--- config.mk ---
export PLATFORM = sky130hd
export DESIGN_NAME = measurement_frame_checker_responder
export DESIGN_NICKNAME = d
export VERILOG_FILES = /design/src/sv/mfcr_pkg.sv /design/src/sv/mfcr_link_enc.sv /design/src/sv/mfcr_frame_check.sv /design/src/sv/measurement_frame_checker_responder.sv
export SDC_FILE = /design/constraint.sdc
export NUM_CORES = 1
export LEC_CHECK = 0
export ABC_CLOCK_PERIOD_IN_PS = 4600
export BUFFER_PORTS_ARGS = -buffer_cell sky130_fd_sc_hd__buf_2
export CELL_PAD_IN_SITES_DETAIL_PLACEMENT = 1
export CELL_PAD_IN_SITES_GLOBAL_PLACEMENT = 1
export CORE_AREA = 2 2 155 173
export DETAILED_ROUTE_END_ITERATION = 12
export DIE_AREA = 0 0 157 175
export PLACE_DENSITY_LB_ADDON = 0.2
export REMOVE_ABC_BUFFERS = 1
export SLEW_MARGIN = 10
export SYNTH_ARGS = -nofsm -noshare
export SYNTH_HDL_FRONTEND = slang
export SYNTH_HIERARCHICAL = 1
export SYNTH_SLANG_ARGS = --single-unit
--- constraint.sdc ---
create_clock -name clk -period 4.6 [get_ports clk]
set_clock_uncertainty 0.2 [all_clocks]
set_input_delay 0.23 -clock clk [delete_from_list [all_inputs] [get_ports clk]]
set_output_delay 0.23 -clock clk [all_outputs]
set_load 0.02 [all_outputs]
--- src/sv/mfcr_pkg.sv ---
package mfcr_pkg;

  localparam int unsigned MAX_FRAME    = 240;
  localparam int unsigned MIN_FRAME    = 16;
  localparam int unsigned HEADER_BYTES = 10;

  localparam logic [7:0] MAGIC0        = 8'h48;  // 'H'
  localparam logic [7:0] MAGIC1        = 8'h32;  // '2'
  localparam logic [7:0] FRAME_VERSION = 8'h01;

  localparam logic [7:0] POS_MAGIC0  = 8'd0;
  localparam logic [7:0] POS_MAGIC1  = 8'd1;
  localparam logic [7:0] POS_VERSION = 8'd2;
  localparam logic [7:0] POS_TYPE    = 8'd3;
  localparam logic [7:0] POS_SEQ_LO  = 8'd4;
  localparam logic [7:0] POS_SEQ_HI  = 8'd5;
  localparam logic [7:0] POS_CRC_LO  = 8'd6;
  localparam logic [7:0] POS_CRC_HI  = 8'd7;
  localparam logic [7:0] POS_RSSI    = 8'd8;
  localparam logic [7:0] POS_SNR     = 8'd9;
  localparam logic [7:0] POS_MAX     = 8'hFF;

  localparam logic [15:0] CRC_INIT = 16'hFFFF;
  localparam logic [15:0] CRC_POLY = 16'h1021;

  localparam logic [7:0] EXP_TYPE_RST   = 8'd1;
  localparam logic [7:0] REPLY_TYPE_RST = 8'd2;

  localparam logic REG_EXPECTED_TYPE = 1'b0;
  localparam logic REG_REPLY_TYPE    = 1'b1;

  // per-word status handed from the frame checker to the output stage
  typedef struct packed {
    logic [7:0]  pos;
    logic        frame_ok;
    logic [15:0] sequence_res;
  } chk_t;

  // CRC-16/CCITT-FALSE, one byte, MSB first
  function automatic logic [15:0] crc16_byte(input logic [15:0] crc, input logic [7:0] b);
    logic [15:0] c;
    c = crc ^ {b, 8'h00};
    for (int i = 0; i < 8; i++) begin
      c = c[15] ? ((c << 1) ^ CRC_POLY) : (c << 1);
    end
    return c;
  endfunction

endpackage

--- src/sv/mfcr_link_enc.sv ---
module mfcr_link_enc
  import mfcr_pkg::*;
(
  input  logic signed [10:0] rssi_quarter_dbm,
  input  logic signed [10:0] snr_quarter_db,
  output logic [7:0]         rssi_code,
  output logic [7:0]         snr_code
);

  logic [11:0]        q_ext;
  logic [11:0]        mag;
  logic [11:0]        rnd;
  logic [9:0]         rm;
  logic signed [11:0] r;

  // round half away from zero on the magnitude, then offset by 200
  assign q_ext = 12'(rssi_quarter_dbm);
  assign mag   = rssi_quarter_dbm[10] ? (~q_ext + 12'd1) : q_ext;
  assign rnd   = mag + 12'd2;
  assign rm    = rnd[11:2];
  assign r     = rssi_quarter_dbm[10] ? (12'sd200 - $signed({2'b00, rm}))
                                      : (12'sd200 + $signed({2'b00, rm}));

  always_comb begin
    if (r < 12'sd0) begin
      rssi_code = 8'd0;
    end else if (r > 12'sd255) begin
      rssi_code = 8'd255;
    end else begin
      rssi_code = r[7:0];
    end
  end

  always_comb begin
    if (snr_quarter_db < -11'sd128) begin
      snr_code = 8'h80;
    end else if (snr_quarter_db > 11'sd127) begin
      snr_code = 8'h7F;
    end else begin
      snr_code = snr_quarter_db[7:0];
    end
  end

endmodule

--- src/sv/mfcr_frame_check.sv ---
module mfcr_frame_check
  import mfcr_pkg::*;
(
  input  logic       clk,
  input  logic       rst_n,
  input  logic       adv,
  input  logic [7:0] in_byte,
  input  logic       last,
  input  logic [7:0] expected_type,
  output chk_t       chk
);

  logic [7:0]  pos_r, pos_nxt;
  logic [15:0] crc_r, crc_nxt;
  logic [15:0] carried_r, carried_nxt;
  logic        hdr_good_r, hdr_good_nxt;
  logic [15:0] seq_r, seq_nxt;
  logic [8:0]  len;
  logic        len_ok;

  always_comb begin
    hdr_good_nxt = hdr_good_r;
    seq_nxt      = seq_r;
    carried_nxt  = carried_r;
    case (pos_r)
      POS_MAGIC0:  if (in_byte != MAGIC0) hdr_good_nxt = 1'b0;
      POS_MAGIC1:  if (in_byte != MAGIC1) hdr_good_nxt = 1'b0;
      POS_VERSION: if (in_byte != FRAME_VERSION) hdr_good_nxt = 1'b0;
      POS_TYPE:    if (in_byte != expected_type) hdr_good_nxt = 1'b0;
      POS_SEQ_LO:  seq_nxt[7:0] = in_byte;
      POS_SEQ_HI:  seq_nxt[15:8] = in_byte;
      POS_CRC_LO:  carried_nxt[7:0] = in_byte;
      POS_CRC_HI:  carried_nxt[15:8] = in_byte;
      default: ;
    endcase
  end

  assign crc_nxt = (pos_r >= 8'(HEADER_BYTES)) ? crc16_byte(crc_r, in_byte) : crc_r;
  assign pos_nxt = (pos_r == POS_MAX) ? pos_r : pos_r + 8'd1;

  assign len    = {1'b0, pos_r} + 9'd1;
  assign len_ok = (len >= 9'(MIN_FRAME)) && (len <= 9'(MAX_FRAME));

  assign chk.pos          = pos_r;
  assign chk.frame_ok     = last && len_ok && hdr_good_nxt && (crc_nxt == carried_nxt);
  assign chk.sequence_res = last ? seq_nxt : 16'd0;

  always_ff @(posedge clk) begin
    if (!rst_n) begin
      pos_r      <= 8'd0;
      crc_r      <= CRC_INIT;
      carried_r  <= 16'd0;
      hdr_good_r <= 1'b1;
      seq_r      <= 16'd0;
    end else if (adv) begin
      if (last) begin
        pos_r      <= 8'd0;
        crc_r      <= CRC_INIT;
        carried_r  <= 16'd0;
        hdr_good_r <= 1'b1;
        seq_r      <= 16'd0;
      end else begin
        pos_r      <= pos_nxt;
        crc_r      <= crc_nxt;
        carried_r  <= carried_nxt;
        hdr_good_r <= hdr_good_nxt;
        seq_r      <= seq_nxt;
      end
    end
  end

  // CRC only starts moving once payload bytes come in
  a_crc_idle_in_header: assert property (@(posedge clk) disable iff (!rst_n)
    (pos_r <= 8'(HEADER_BYTES)) |-> (crc_r == CRC_INIT))
    else $error("crc changed inside header");

  a_clear_after_last: assert property (@(posedge clk) disable iff (!rst_n)
    (adv && last) |=> (pos_r == 8'd0))
    else $error("position not cleared after last word");

  a_frame_start_clean: assert property (@(posedge clk) disable iff (!rst_n)
    (pos_r == 8'd0) |-> (hdr_good_r && seq_r == 16'd0 && carried_r == 16'd0))
    else $error("frame state dirty at frame start");

endmodule

--- src/sv/measurement_frame_checker_responder.sv ---
// Path: an accepted input word is held in the input register, then the reply word built
// from it is registered in the output register, which drives the output port.
// Throughput: one word per cycle; while a reply waits for out_tready the input register
// takes one more word, then in_tready drops until the reply is taken.
// Reset (rst_n low, synchronous): pipeline emptied, frame state cleared,
// expected_type back to 1 and reply_type back to 2.
module measurement_frame_checker_responder
  import mfcr_pkg::*;
(
  input  logic        clk,
  input  logic        rst_n,
  input  logic        in_tvalid,
  output logic        in_tready,
  input  logic [31:0] in_tdata,   // in_byte[7:0], rssi_quarter_dbm[18:8], snr_quarter_db[29:19]
  input  logic        in_tlast,
  output logic        out_tvalid,
  input  logic        out_tready,
  output logic [23:0] out_tdata,  // out_byte[7:0], sequence_res[23:8]
  output logic        out_tlast,
  output logic        out_tuser,  // frame_ok[0]
  input  logic        cfg_we,
  input  logic        cfg_index,
  input  logic [7:0]  cfg_wdata
);

  logic [7:0]         expected_type_r;
  logic [7:0]         reply_type_r;

  logic               s1_valid_r;
  logic [7:0]         s1_byte_r;
  logic               s1_last_r;
  logic signed [10:0] s1_rssi_r;
  logic signed [10:0] s1_snr_r;
  logic               s1_adv;
  logic               s1_fire;

  logic               out_valid_r;
  logic [7:0]         out_byte_r, out_byte_nxt;
  logic               out_last_r;
  logic               out_ok_r;
  logic [15:0]        out_seq_r;

  logic [7:0]         rssi_code;
  logic [7:0]         snr_code;
  chk_t               chk;

  always_ff @(posedge clk) begin
    if (!rst_n) begin
      expected_type_r <= EXP_TYPE_RST;
      reply_type_r    <= REPLY_TYPE_RST;
    end else if (cfg_we) begin
      unique case (cfg_index)
        REG_EXPECTED_TYPE: expected_type_r <= cfg_wdata;
        REG_REPLY_TYPE:    reply_type_r    <= cfg_wdata;
        default: ;
      endcase
    end
  end

  assign s1_adv    = !out_valid_r || out_tready;
  assign s1_fire   = s1_valid_r && s1_adv;
  assign in_tready = !s1_valid_r || s1_adv;

  always_ff @(posedge clk) begin
    if (!rst_n) begin
      s1_valid_r <= 1'b0;
    end else if (in_tready) begin
      s1_valid_r <= in_tvalid;
    end
  end

  always_ff @(posedge clk) begin
    if (in_tvalid && in_tready) begin
      s1_byte_r <= in_tdata[7:0];
      s1_last_r <= in_tlast;
      s1_rssi_r <= $signed(in_tdata[18:8]);
      s1_snr_r  <= $signed(in_tdata[29:19]);
    end
  end

  mfcr_link_enc u_link_enc (
    .rssi_quarter_dbm (s1_rssi_r),
    .snr_quarter_db   (s1_snr_r),
    .rssi_code        (rssi_code),
    .snr_code         (snr_code)
  );

  mfcr_frame_check u_frame_check (
    .clk           (clk),
    .rst_n         (rst_n),
    .adv           (s1_fire),
    .in_byte       (s1_byte_r),
    .last          (s1_last_r),
    .expected_type (expected_type_r),
    .chk           (chk)
  );

  always_comb begin
    case (chk.pos)
      POS_TYPE: out_byte_nxt = reply_type_r;
      POS_RSSI: out_byte_nxt = rssi_code;
      POS_SNR:  out_byte_nxt = snr_code;
      default:  out_byte_nxt = s1_byte_r;
    endcase
  end

  always_ff @(posedge clk) begin
    if (!rst_n) begin
      out_valid_r <= 1'b0;
    end else if (s1_adv) begin
      out_valid_r <= s1_valid_r;
    end
  end

  always_ff @(posedge clk) begin
    if (s1_fire) begin
      out_byte_r <= out_byte_nxt;
      out_last_r <= s1_last_r;
      out_ok_r   <= chk.frame_ok;
      out_seq_r  <= chk.sequence_res;
    end
  end

  assign out_tvalid = out_valid_r;
  assign out_tdata  = {out_seq_r, out_byte_r};
  assign out_tlast  = out_last_r;
  assign out_tuser  = out_ok_r;

  a_ok_only_on_last: assert property (@(posedge clk) disable iff (!rst_n)
    (out_tvalid && out_tuser) |-> out_tlast)
    else $error("frame_ok set on a word that is not last");

  a_seq_zero_mid_frame: assert property (@(posedge clk) disable iff (!rst_n)
    (out_tvalid && !out_tlast) |-> (out_tdata[23:8] == 16'd0))
    else $error("sequence reported before last word");

  a_s1_holds_on_stall: assert property (@(posedge clk) disable iff (!rst_n)
    (s1_valid_r && !s1_adv) |=> (s1_valid_r && $stable(s1_byte_r) && $stable(s1_last_r)))
    else $error("input stage lost a word while stalled");

endmodule
==> results of run 1 <==
## layer usage
layer	track usage	part of all wire	vias to the layer above
met5	0	0	-
met4	0.04664	0.015	0
met3	0.02827	0.031	25
met2	0.2688	0.49	93
met1	0.2120	0.47	2996
li1	-	-	2987
## synthesized netlist by cell type (all sizes together) (4+ instances only)
master	n
nor3b	7
xnor2	46
nor3	13
nor2	75
o41ai	4
edfxtp	57
and3	4
o221ai	6
a211oi	4
and2	6
nand2b	5
o21ai	20
a21oi	27
clkbuf	29
nand3b	8
nor4	5
xor2	36
o31ai	4
a22oi	8
nand3	24
o22ai	17
buf	19
a32oi	29
a21boi	14
dfxtp	75
or4	4
nand4	7
nand2	71
mux2i	51
nor2b	24
inv	16
ha	10
## timing repair
item                                    4_1_cts  5_1_grt
hold buffers                                 45        0
setup buffers                                 0        2
endpoints found under the setup margin        0        3
endpoints found under the hold margin        49        0
gates resized for setup                       0        3
## worst paths after layout
kind                            slack, ns             from                endpoint  cells after the start
worst min-delay path                 0.07            rst_n  u_frame_check/crc_r[7]                      3
worst min register to register       0.27  reply_type_r[6]         reply_type_r[6]                      2
worst max-delay path                 0.32     s1_rssi_r[1]           out_byte_r[2]                     18
worst max register to register       0.32     s1_rssi_r[1]           out_byte_r[2]                     18
## area by class of cell
cell class	count	area (um^2)	share of cell area
Clock buffer	17	425.4	0.04558
Timing Repair Buffer	137	960.9	0.1029
Clock inverter	15	157.7	0.01689
Inverter	17	65.06	0.006971
Tap cell	352	440.4	0.04718
Sequential cell	132	3213	0.3442
Multi-Input combinational cell	567	4071	0.4362
## placed cells by master, fill, tap and decap left out, types with 7 or more instances in the layout
cell | Yosys | routed
clkbuf_16 | 0 | 17
buf_2 | 5 | 72
xnor2_1 | 40 | 39
a21oi_1 | 27 | 27
nor2_1 | 72 | 72
o21ai_0 | 13 | 13
dlygate4sd3_1 | 0 | 45
buf_4 | 4 | 20
nand3_1 | 24 | 24
o22ai_1 | 17 | 17
dfxtp_1 | 75 | 75
a21boi_0 | 14 | 14
nor3_1 | 12 | 12
mux2i_1 | 51 | 51
inv_1 | 16 | 16
ha_1 | 10 | 9
a32oi_1 | 29 | 29
nor2b_1 | 24 | 23
nor3b_1 | 7 | 7
nand2_1 | 69 | 69
edfxtp_1 | 57 | 57
xor2_1 | 35 | 35
a22oi_1 | 8 | 8
## power by group
| part | switching [mW] | leakage (nW) | internal, mW |
|---|---|---|---|
| clock network | 0.561 | 0.284 | 0.802 |
| logic | 0.242 | 1.78 | 0.179 |
| registers | 0.0322 | 1.16 | 1.26 |
| total | 0.836 | 3.22 | 2.24 |
## sequential cells by signal, summed over array words and instances (netlist names)
register and count:
expected_type_r 8, out_byte_r 8, out_seq_r 16, out_tlast 1
out_tuser 1, out_tvalid 1, reply_type_r 8, s1_byte_r 8
s1_last_r 1, s1_rssi_r 11, s1_snr_r 11, s1_valid_r 1
u_frame_check/carried_r 16, u_frame_check/crc_r 16, u_frame_check/hdr_good_r 1, u_frame_check/pos_r 8
u_frame_check/seq_r 16
## worst register-to-register path, cell delays in order, from the launching register on
cell and delay (ns):
edfxtp_1 0.43, inv_1 0.10, ha_1 0.21, or3b_1 0.40, a211oi_4 0.24, nand3b_1 0.22
nor2_1 0.10, xnor2_2 0.20, clkinv_2 0.07, ha_1 0.14, and4_1 0.20, a211oi_2 0.08
nand2_1 0.15, nand4_4 0.12, a2111oi_4 0.47, a21oi_1 0.12, a22oi_1 0.21, o21ai_0 0.12
mux2_2 0.27
## cells by family after synthesis
logic type / Yosys count
simple gates: 267
compound gates: 154
flops: 132
xor+xnor: 82
buf+inv: 66
mux: 54
fa+ha+maj: 10
==> impl_metrics.csv, run 1 <==
group,metric,value,unit
worst_setup_path,slowest_stage,"a2111oi_4",
placement,dpl-instance-area,8270,um^2
routing,drc,0,
worst_setup_path,cpMostUsedCell,"ha_1",
sta,worst_slack,0.3179,ns
layout,utilization,0.3635,
routing,dr.first_iter.drc_count,277,
placement,dp_cells,1158,
worst_setup_path,cpLargestDelayFamily,"compound AO/OA/AOI/OAI gates",
pwr,peakVddDrop,0.2373,mV
logic_synthesis,ys.flop_type,"dfxtp_1",
routing,vias,6101,
worst_setup_path,cp-start-kind,"flop",
global_routing,grt_pass1_wl,34430,um
logic_synthesis,synth_top_family_by_area,"simple AND/OR/NAND/NOR gates",
worst_setup_path,endpoint_kind,"flop",
placement,dpl.hpwl,14500,um
logic_synthesis,synth_area_leaders,"edfxtp_1, dfxtp_1, mux2i_1",
global_routing,grt_pass1_vias,6341,
logic_synthesis,yosysSeqAreaShare,0.4221,
pwr,power_density,329.5,nW/um^2
global_routing,grt_max_degree,65,
layout,syn2layout_area_growth,22.62,%
sta,fin_crit,4.282,ns
routing,finalWirelength,21480,um
floorplanning,die-area,27480,um^2
logic_synthesis,synth_compound_gate_area_share,0.1537,
sta,period_share,0.9309,
routing,via_per_inst,4.932,
clock_network,path_clk_slew,0.06,ns
worst_setup_path,worstPathMaxFanout,5,
clock_network,cts_tree,"done",
sta,tightest_slew,0.8306,ns
global_routing,grt-ovfl-total,0,
placement,place_ws,0.2897,ns
layout,drive_gt1_frac,0.1898,
placement,port_buffers,72,
layout,layout.nets,929,
routing,ant_nets,0,
floorplanning,io_pins,75,
routing,routedWlPerCell,17.36,um
run,maxCapViolations,0,
worst_setup_path,required,4.58,ns
logic_synthesis,synthXorXnorAreaFrac,0.1057,
logic_synthesis,netlist_instances,765,
layout,final_cells,1237,
clock_network,clk_latency,0.42,ns
layout,design_area,9334,um^2
logic_synthesis,synth_top_area_share,0.2249,
floorplanning,start_util,0.2965,
worst_setup_path,crit_path_max_incr_delay,0.47,ns
floorplanning,fp.coreArea,25680,um^2
worst_setup_path,path_buf_inv,2,
placement,finalWeightedCongestion,0.7625,
logic_synthesis,synthSimpleGateAreaFrac,0.1844,
layout,fillers,2892,
clock_network,clkSinkCount,132,
sta,tns,0,ns
worst_setup_path,crit_chain,"inv_1 > ha_1 > or3b_1 > a211oi_4 > nand3b_1 > nor2_1 > xnor2_2 > clkinv_2 > ha_1 > and4_1 > a211oi_2 > nand2_1 > nand4_4 > a2111oi_4 > a21oi_1 > a22oi_1 > o21ai_0 > mux2_2",
worst_setup_path,worstPathArrival,4.26,ns
worst_hold_path,hold_class,"in2reg",
clock_network,htree_levels,4,
routing,dr.pass1.iters,4,
clock_network,cts_buffers,17,
worst_setup_path,path_class,"reg2reg",
logic_synthesis,async_flop_share,0,
logic_synthesis,yosysWarningCount,6,
logic_synthesis,yosys_register_bits,132,
sta,fmax,0.2335,GHz
global_routing,antenna_found_initial,0,
logic_synthesis,synth-adder-area-share,0.01644,
status,status,"completed",
sta,hold_viol,0,
logic_synthesis,synth_top_area_cell,"edfxtp_1",
clock_network,clock_tree.root_cell,"clkbuf_16",
logic_synthesis,syn_area,7612,um^2
sta,relSlewSlack,0.4390,
sta,setup_viol_count_final,0,
floorplanning,num_rows,62,
pwr,p_total,3.076,mW
pwr,p_leak,3.222,nW
sta,slew_viol_final,0,
sta,holdWs,0.07392,ns
logic_synthesis,synthDistinctLibCells,84,
layout,n_antenna_cell,0,
floorplanning,die_height,175,um
logic_synthesis,synth_edf_count,57,
logic_synthesis,syn_area_per_cell,9.951,um^2
logic_synthesis,muxShareOfSynthArea,0.07150,
clock_network,clk_path_buf_depth,2,
floorplanning,die_x,157,um
global_routing,grtUsageTotal,0.1609,
Note: power is estimated with default switching activity, not from simulation.
==> run 2: changes to the inputs <==
--- a/config.mk
+++ b/config.mk
@@ -6,7 +6,7 @@
 export NUM_CORES = 1
 export LEC_CHECK = 0
 export ABC_CLOCK_PERIOD_IN_PS = 4600
-export BUFFER_PORTS_ARGS = -buffer_cell sky130_fd_sc_hd__buf_2
+export BUFFER_PORTS_ARGS = -buffer_cell sky130_fd_sc_hd__buf_4
 export CELL_PAD_IN_SITES_DETAIL_PLACEMENT = 1
 export CELL_PAD_IN_SITES_GLOBAL_PLACEMENT = 1
 export CORE_AREA = 2 2 155 173
==> run 2 against run 1 <==
Compared with the run above:
- critical path depth stayed put
- hold slack better by 0.20 ns
- highest routed layer unchanged
- clock power is 6% lower
- critical endpoint unchanged
- largest power group is now sequential cells
==> impl_metrics.csv, run 2 (synthesis gave the netlist of run 1 again) <==
group,metric,value,unit
status,status,"completed",
pwr,p_leak,3.274,nW
worst_setup_path,cp-start-kind,"flop",
floorplanning,num_rows,62,
placement,finalWeightedCongestion,0.7323,
clock_network,clock_tree.root_cell,"clkbuf_16",
layout,fillers,2900,
routing,dr.first_iter.drc_count,185,
routing,finalWirelength,21230,um
layout,n_antenna_cell,0,
clock_network,path_clk_slew,0.06,ns
floorplanning,die-area,27480,um^2
global_routing,grt_max_degree,65,
clock_network,cts_buffers,17,
worst_hold_path,hold_class,"reg2reg",
worst_setup_path,worstPathArrival,4.23,ns
floorplanning,die_height,175,um
routing,ant_nets,0,
layout,final_cell_mix,"buf_4, dfxtp_1, nor2_1",
floorplanning,die_x,157,um
global_routing,grtUsageTotal,0.1617,
worst_setup_path,required,4.58,ns
sta,period_share,0.9244,
pwr,power_density,317.2,nW/um^2
sta,slew_viol_final,0,
layout,syn2layout_area_growth,24.46,%
worst_setup_path,path_class,"reg2reg",
routing,dr.pass1.iters,4,
worst_setup_path,endpoint_kind,"flop",
placement,port_buffers,72,
global_routing,grt_pass1_wl,34440,um
routing,routedWlPerCell,17.16,um
sta,hold_viol,0,
clock_network,cts_tree,"done",
clock_network,clkSinkCount,132,
layout,final_common_cell,"buf_4",
global_routing,busiest_layer,"met2",
floorplanning,fp.coreArea,25680,um^2
clock_network,clk_path_buf_depth,2,
sta,worst_slack,0.3476,ns
floorplanning,io_pins,75,
layout,layout.nets,929,
routing,via_per_inst,4.909,
routing,drc,0,
sta,tightest_slew,0.8718,ns
run,maxCapViolations,0,
layout,utilization,0.3690,
global_routing,antenna_found_initial,0,
pwr,peakVddDrop,0.2315,mV
global_routing,use_met1,0.2099,
sta,relSlewSlack,0.4143,
sta,fmax,0.2352,GHz
worst_setup_path,worstPathMaxFanout,5,
global_routing,met2_usage,0.2672,
routing,vias,6072,
placement,place_ws,0.2367,ns
clock_network,clk_latency,0.43,ns
global_routing,use_met3,0.03150,
global_routing,grt-ovfl-total,0,
clock_network,htree_levels,4,
sta,fin_crit,4.252,ns
floorplanning,start_util,0.2965,
layout,drive_gt1_frac,0.1876,
sta,setup_viol_count_final,0,
global_routing,grt_pass1_vias,6282,
placement,dpl.hpwl,14510,um
-- run 2: repair_timing --
action | 4_1_cts | 5_1_grt
hold endpoints to repair | 65 | 0
buffers inserted | 0 | 1
hold buffers | 46 | 0
setup endpoints to repair | 0 | 4
resized for setup | 0 | 3
-- run 2: final cells by class --
cell class / instances / area (um^2) / area share
multi-input cells: 567 / 4071 / 0.4297
flip-flops and latches: 132 / 3213 / 0.3391
repair buffers: 137 / 1144 / 0.1207
well taps: 352 / 440.4 / 0.04649
clock buffers: 17 / 425.4 / 0.04490
clock inverters: 15 / 115.1 / 0.01215
inverters: 17 / 65.06 / 0.006867
-- run 2: routing by layer --
layer,up-vias,part of all wire
met5,-,0
met3,26,0.033
met4,0,0.022
li1,2987,-
met2,107,0.48
met1,2952,0.47
-- run 2: critical path, cell delays in order (launching register included) --
cell and delay (ns):
edfxtp_1 0.43, inv_1 0.10, ha_1 0.22, or3b_1 0.41, a211oi_4 0.24, nand3b_1 0.22
nor2_1 0.09, xnor2_2 0.19, clkinv_2 0.06, ha_1 0.14, and4_1 0.21, a211oi_2 0.09
nand2_1 0.14, nand4_4 0.12, a2111oi_4 0.45, a21oi_1 0.12, a22oi_1 0.19, o21ai_0 0.11
mux2_2 0.27
-- run 2: power by group --
| part | switching (mW) | leakage (nW) | internal (mW) |
|---|---|---|---|
| logic | 0.243 | 1.84 | 0.194 |
| registers | 0.0304 | 1.16 | 1.26 |
| clock network | 0.542 | 0.274 | 0.735 |
| total | 0.816 | 3.27 | 2.19 |
-- run 2: path summary, 6_finish.rpt --
kind	from	to	slack [ns]	depth (start not counted)
worst max-delay path	s1_rssi_r[1]	out_byte_r[2]	0.35	18
worst min-delay path	reply_type_r[6]	reply_type_r[6]	0.27	2
worst max register to register	s1_rssi_r[1]	out_byte_r[2]	0.35	18
worst min register to register	reply_type_r[6]	reply_type_r[6]	0.27	2
-- run 2: stage by stage --
stage	std cells	instance area [um^2]	hold WS [ns]	total power [mW]	TNS [ns]
6_report	1237	9474	0.2730	3.005	0
5_1_grt	1237	9474	0.2923	3.147	-0.005081
4_1_cts	1236	9452	0.2745	3.042	0
3_5_place_dp	1158	8451	0.2093	1.723	0
3_3_place_gp	1158	8451	0.2082	1.720	0
2_1_floorplan	716	7326	0.09194	1.566	0
